`src/rtl/core/spm_ram.sv`:
```
`timescale 1ns / 1ps
`default_nettype none

module spm_ram #(
  parameter int unsigned WIDTH = 8,
  parameter int unsigned DEPTH = 8
) (
  input  wire logic                     clk,
  input  wire logic                     we,
  input  wire logic [$clog2(DEPTH)-1:0] waddr,
  input  wire logic [WIDTH-1:0]         wdata,
  input  wire logic [$clog2(DEPTH)-1:0] raddr,
  output logic      [WIDTH-1:0]         rdata
);

  logic [WIDTH-1:0] mem [DEPTH];

  always_ff @(posedge clk) begin
    if (we) begin
      mem[waddr] <= wdata;
    end
    rdata <= mem[raddr];
  end

endmodule

`default_nettype wire

```
`config.mk`:
```
export PLATFORM = sky130hd
export DESIGN_NAME = spm_ram
export DESIGN_NICKNAME = d
export VERILOG_FILES = /design/src/rtl/core/spm_ram.sv
export SDC_FILE = /design/constraint.sdc
export NUM_CORES = 1
export LEC_CHECK = 0
export ABC_AREA = 1
export BUFFER_PORTS_ARGS = -buffer_cell sky130_fd_sc_hd__buf_2
export CELL_PAD_IN_SITES_DETAIL_PLACEMENT = 0
export CELL_PAD_IN_SITES_GLOBAL_PLACEMENT = 1
export CORE_UTILIZATION = 50
export DETAILED_ROUTE_END_ITERATION = 10
export PLACE_DENSITY_LB_ADDON = 0.1
export SLEW_MARGIN = 20
export SYNTH_ARGS = -nofsm -noshare
export SYNTH_HDL_FRONTEND = slang
export SYNTH_SLANG_ARGS = --single-unit
export TNS_END_PERCENT = 5
```
`constraint.sdc`:
```
create_clock -name clk -period 2.35 [get_ports clk]
set_clock_uncertainty 0.2 [all_clocks]
set_input_delay 0.235 -clock clk [delete_from_list [all_inputs] [get_ports clk]]
set_output_delay 0.235 -clock clk [all_outputs]
set_load 0.02 [all_outputs]
```
==> results of run 1 <==
[power breakdown]
part / internal [mW] / switching [mW] / leakage (nW)
Clock: 0.702 / 0.461 / 0.116
Sequential: 1.44 / 0.0112 / 0.649
Combinational: 0.0641 / 0.137 / 0.877
[synth_stat cells]
library cell and count:
buf_4 3, inv_1 68, nand3_1 32, inv_4 1, buf_6 6, buf_2 2
edfxtp_1 64, inv_2 1, nand2_1 110, nor2_1 8, dfxtp_1 8
[layer usage]
| metal | global-route usage | vias up |
|---|---|---|
| li1 | - | 1002 |
| met1 | 0.284 | 837 |
| met2 | 0.338 | 33 |
| met3 | 0.0386 | 9 |
| met4 | 0.0964 | 0 |
| met5 | 0 | - |
[final timing paths]
check	end	startpoint	depth (start not counted)
worst max-delay path	mem[3][4]	waddr[2]	4
worst min-delay path	mem[6][0]	wdata[0]	1
worst max register to register	rdata[4]	mem[6][4]	6
worst min register to register	rdata[3]	mem[5][3]	6
[registers in the layout, indices dropped and copies added, names as in the netlist]
register	cells
rdata	8
mem	64
[per-stage QoR]
step	instances	hold WS (ns)	power, mW	worst slack, ns
after CTS	416	0.00548	2.84	1.07
final	416	0.0113	2.82	1.04
after detailed placement	394	0.336	1.68	0.703
after global placement	394	0.337	1.68	0.766
after global routing	416	0.0224	2.92	0.957
after floorplan	303	0.134	1.62	1.04
[critical path, cell delays in order]
cell and delay (ns):
buf_2 0.11, inv_1 0.06, nand2_1 0.07, nor2_1 0.60
[repair_timing]
item	CTS	global route
buffers inserted	0	0
resized for setup	0	0
hold endpoints to repair	37	0
setup endpoints to repair	0	0
hold buffers	6	0
[cell families after synthesis]
group,Yosys count
and+or+nand+nor,150
buffers and inverters,81
DFF,72
[final cells by class]
class / count / area (um2) / share of cell area
multi-input cells: 150 / 603 / 0.173
inverters: 70 / 265 / 0.0761
clock buffers: 10 / 128 / 0.0366
flip-flops and latches: 72 / 2080 / 0.597
well taps: 75 / 93.8 / 0.0269
clock inverters: 6 / 108 / 0.0309
repair buffers: 33 / 205 / 0.0589
==> qor.yml, run 1 <==
sta:
  finalCritPeriodShare: 0.559
  tns_ns: 0
  hold_viol_final: 0
  rsz0062_at_grt: "no"
  setup_violations: 0
  worstMarginPinSlew_ns: 0.782
  worst_slew_margin_rel: 0.477
  maxSlewViolCount: 0
  period_minus_slack_ns: 1.31
  clock.fmax_mhz: 761
power:
  power.density_mw_per_mm2: 809
  vdd_ir_drop_max_v: 0.000470
  power.leakage_nw: 1.64
finish:
  antenna_cells: 0
  mostFrequentLayoutCells: "nand2_1, inv_1, edfxtp_1"
  final_common_cell: "nand2_1"
  drive_gt1_frac: 0.129
  areaGrowthSynthToFinish_pct: 14.2
  utilization: 0.592
  design_area_mm2: 0.00348
  nNetsFinal: 352
  filler_cell_count: 516
detailed_routing:
  finalWirelength_um: 5910
  wl_met3_um: 192
  ant_nets: 0
  drt_iter0_markers: 116
  drc_errors: 0
  wl_met1_um: 2770
  num_vias: 1881
  post_drt_wl_per_cell_um: 14.2
  top_layer_used: "met4"
  via_per_inst: 4.52
  dr.pass1.iters: 4
  wl_met2_um: 2850
logic_synthesis:
  syn-num-nets: 319
  yosys_warnings: 0
  synth-compound-area-share: 0
  synth_area_leaders: "edfxtp_1, nand2_1, inv_1"
  post_synth_fa_ha_maj_area_fraction: 0
  synth-xor-area-share: 0
  ys_ff_latch: 72
  yosys.area.top_type: "edfxtp_1"
  yosysSeqAreaShare: 0.683
  netlist_instances: 303
  netlist_area_mm2: 0.00305
  synth_top_family_by_area: "simple AND/OR/NAND/NOR gates"
  syn_area_per_cell_um2: 10.1
  synthDistinctLibCells: 11
  synth_top_area_share: 0.630
  synthSimpleGateAreaFrac: 0.198
  synth.area.mux_share: 0
global_routing:
  grt_first_pass_wirelength_um: 9460
  gr-total-overflow: 0
  grt_antenna_before_repair: 0
  grt_max_degree: 33
  grt.total_usage: 0.212
  first_global_vias: 1813
floorplanning:
  coreArea_mm2: 0.00589
  initial_core_util: 0.518
  die_y_um: 80.1
  fp.dieW_um: 80.1
  num_io_pins: 24
  dieArea_mm2: 0.00642
  rows: 28
critical_path:
  end_kind: "flop"
  rrSetupSlack_ns: 1.26
  crit_path_max_fanout: 8
  cp_data_required_time_ns: 2.12
  critPathKind: "primary input to flop"
  cp-start-kind: "primary input"
  arrival_ns: 1.08
clocking:
  clockBufferDepth: 2
  cts_tree: "done"
  h-tree-depth: 3
  cts_sinks: 72
  clk_latency_ns: 0.34
  cts_root_buf: "clkbuf_8"
  clkTransAtPathRegs_ns: 0.08
  cts_buffers: 9
placed_design:
  placement.cell_area_mm2: 0.00319
  hpwl_um: 3690
  gp_congestion: 0.724
  io_buffers: 23
hold_path:
  hp-class: "primary input to flop"
run_status:
  outcome: "completed"
flow_run:
  cap_viol_max_count: 0
(Power assumes the default switching activity.)
==> inputs of run 2 (changes only) <==
--- a/config.mk
+++ b/config.mk
@@ -9,7 +9,7 @@
 export BUFFER_PORTS_ARGS = -buffer_cell sky130_fd_sc_hd__buf_2
 export CELL_PAD_IN_SITES_DETAIL_PLACEMENT = 0
 export CELL_PAD_IN_SITES_GLOBAL_PLACEMENT = 1
-export CORE_UTILIZATION = 50
+export CORE_UTILIZATION = 42
 export DETAILED_ROUTE_END_ITERATION = 10
 export PLACE_DENSITY_LB_ADDON = 0.1
 export SLEW_MARGIN = 20
==> constraint.sdc (replaced) <==
create_clock -name clk -period 1.1 [get_ports clk]
set_clock_uncertainty 0.2 [all_clocks]
set_input_delay 0.11 -clock clk [delete_from_list [all_inputs] [get_ports clk]]
set_output_delay 0.11 -clock clk [all_outputs]
set_load 0.02 [all_outputs]
==> run 2 against run 1 <==
  * Combinational power increased to 2.6 times the previous value
  * Wire length increased by 2.7%
  * Via count grew 7.4%
  * Final cell count up 9.4%
  * Clock-buffer cell count stayed put
  * Global-route usage down 2.7 points
  * Non-clock buffer count rose by 18
  * Sequential power up 120%
  * Utilization decreased by 4.9 points
  * Largest cell class unchanged
==> qor.yml, run 2 (synthesis gave the netlist of run 1 again) <==
sta:
  finalCritPeriodShare: 0.996
  maxSlewViolCount: 0
  worstMarginPinSlew_ns: 0.375
  fin_ws_ns: 0.00458
  hold_viol_final: 0
  hold_slack_ns: 0.0102
  period_minus_slack_ns: 1.10
  worst_slew_margin_rel: 0.749
  setup_violations: 0
  tns_ns: 0
  rsz0062_at_grt: "yes"
  clock.fmax_mhz: 913
global_routing:
  grt_antenna_before_repair: 0
  first_global_vias: 1984
  grt_max_degree: 18
  grt.total_usage: 0.185
  grt_first_pass_wirelength_um: 9880
  gr-total-overflow: 0
critical_path:
  cp.buffers_inverters: 1
  end_kind: "output pin"
  rrSetupSlack_ns: 0.06
  cp_slowest_cell: "dfxtp_2"
  reg2reg_from: "mem[1][7]"
  cpPeakStageDelay_ns: 0.32
  crit_path_max_fanout: 1
  worstPathCellList: "buf_6"
  reg2reg_depth: 6
  timing.rr.end: "rdata[7]"
  cp_data_required_time_ns: 0.79
  critPathTopFamily: "flip-flops"
  critPathKind: "flop to output pin"
  arrival_ns: 0.79
  cp-start-kind: "flop"
  cp-startpoint: "rdata[3]"
clocking:
  clockBufferDepth: 2
  cts_buffers: 9
  h-tree-depth: 3
  post-cts-setup-buffers: 0
  clkTransAtPathRegs_ns: 0.08
  cts_sinks: 72
  cts_root_buf: "clkbuf_8"
  clk_latency_ns: 0.34
  cts_tree: "done"
finish:
  largest_register_ffs: 64
  final_common_cell: "nand2_1"
  antenna_cells: 0
  nNetsFinal: 370
  mostFrequentLayoutCells: "nand2_1, inv_1, edfxtp_1"
  utilization: 0.543
  fin_cells: 455
  top_regs: "mem (64), rdata (8)"
  design_area_mm2: 0.00375
  areaGrowthSynthToFinish_pct: 22.8
  largest-register: "mem"
  filler_cell_count: 637
  drive_gt1_frac: 0.212
hold_path:
  hp-class: "primary input to flop"
  hold-path-endpoint: "rdata[0]"
  hp-start: "raddr[0]"
  holdPathStages: 6
detailed_routing:
  via_per_inst: 4.44
  post_drt_wl_per_cell_um: 13.3
  drc_errors: 0
  num_vias: 2021
  finalWirelength_um: 6060
  drt_iter0_markers: 99
  ant_nets: 0
  dr.pass1.iters: 4
placed_design:
  gp_congestion: 0.752
  dp_cells: 430
  pre_cts_ws_ns: -0.0835
  placement.cell_area_mm2: 0.00337
  io_buffers: 23
  hpwl_um: 3980
floorplanning:
  num_io_pins: 24
  die_y_um: 87.2
  fp.dieW_um: 87.2
  rows: 30
  coreArea_mm2: 0.00691
  dieArea_mm2: 0.00761
  initial_core_util: 0.442
power:
  vdd_ir_drop_max_v: 0.000797
  total_power_mw: 5.72
  power.density_mw_per_mm2: 1530
  power.leakage_nw: 1.75
flow_run:
  cap_viol_max_count: 0
run_status:
  outcome: "completed"
==> run 2: changes by cell type in the layout (fill, tap and decap cells not counted), moves of 7 or more <==
cell / delta
buf_6: +8
dfxtp_1: -8
dfxtp_2: +8
nand3_2: +7
buf_4: +12
buf_2: -8
nand3_1: -7
==> run 2: power breakdown <==
group | leakage [nW] | total (mW) | internal [mW] | switching (mW)
sequential | 0.649 | 3.12 | 3.09 | 0.0303
combinational | 1.01 | 0.530 | 0.223 | 0.307
clock | 0.0968 | 2.07 | 1.06 | 1.01
==> run 2: what timing repair did <==
| item | 4_1_cts | 5_1_grt |
|---|---|---|
| hold buffers | 9 | 0 |
| resized for setup | 24 | 9 |
| pin swaps | 0 | 8 |
| setup endpoints to repair | 8 | 14 |
| hold endpoints to repair | 72 | 0 |
==> run 2: cell type report <==
class,count,area [um2],area share
clock buffers,10,128,0.0341
clock inverters,6,68.8,0.0184
inverters,70,265,0.0708
multi-input cells,150,638,0.170
flip-flops and latches,72,2090,0.558
well taps,96,120,0.0321
repair buffers,51,435,0.116
==> run 2: how the worst max path moves through the flow <==
stage | end | slack (ns) | cells past startpoint
finish | rdata[3] | 0.005 | 1
CTS | rdata[3] | -0.01 | 1
detailed placement | mem[7][7] | -0.08 | 4
global placement | mem[7][7] | -0.08 | 4
global route | rdata[0] | -0.03 | 1
floorplan | mem[0][0] | -0.08 | 3
==> run 2: routing by layer <==
metal	global-route usage	vias up	routed length (um)
li1	-	1035	-
met1	0.244	953	2990
met2	0.297	27	2840
met3	0.0512	6	172
met4	0.0581	0	60
met5	0	-	0
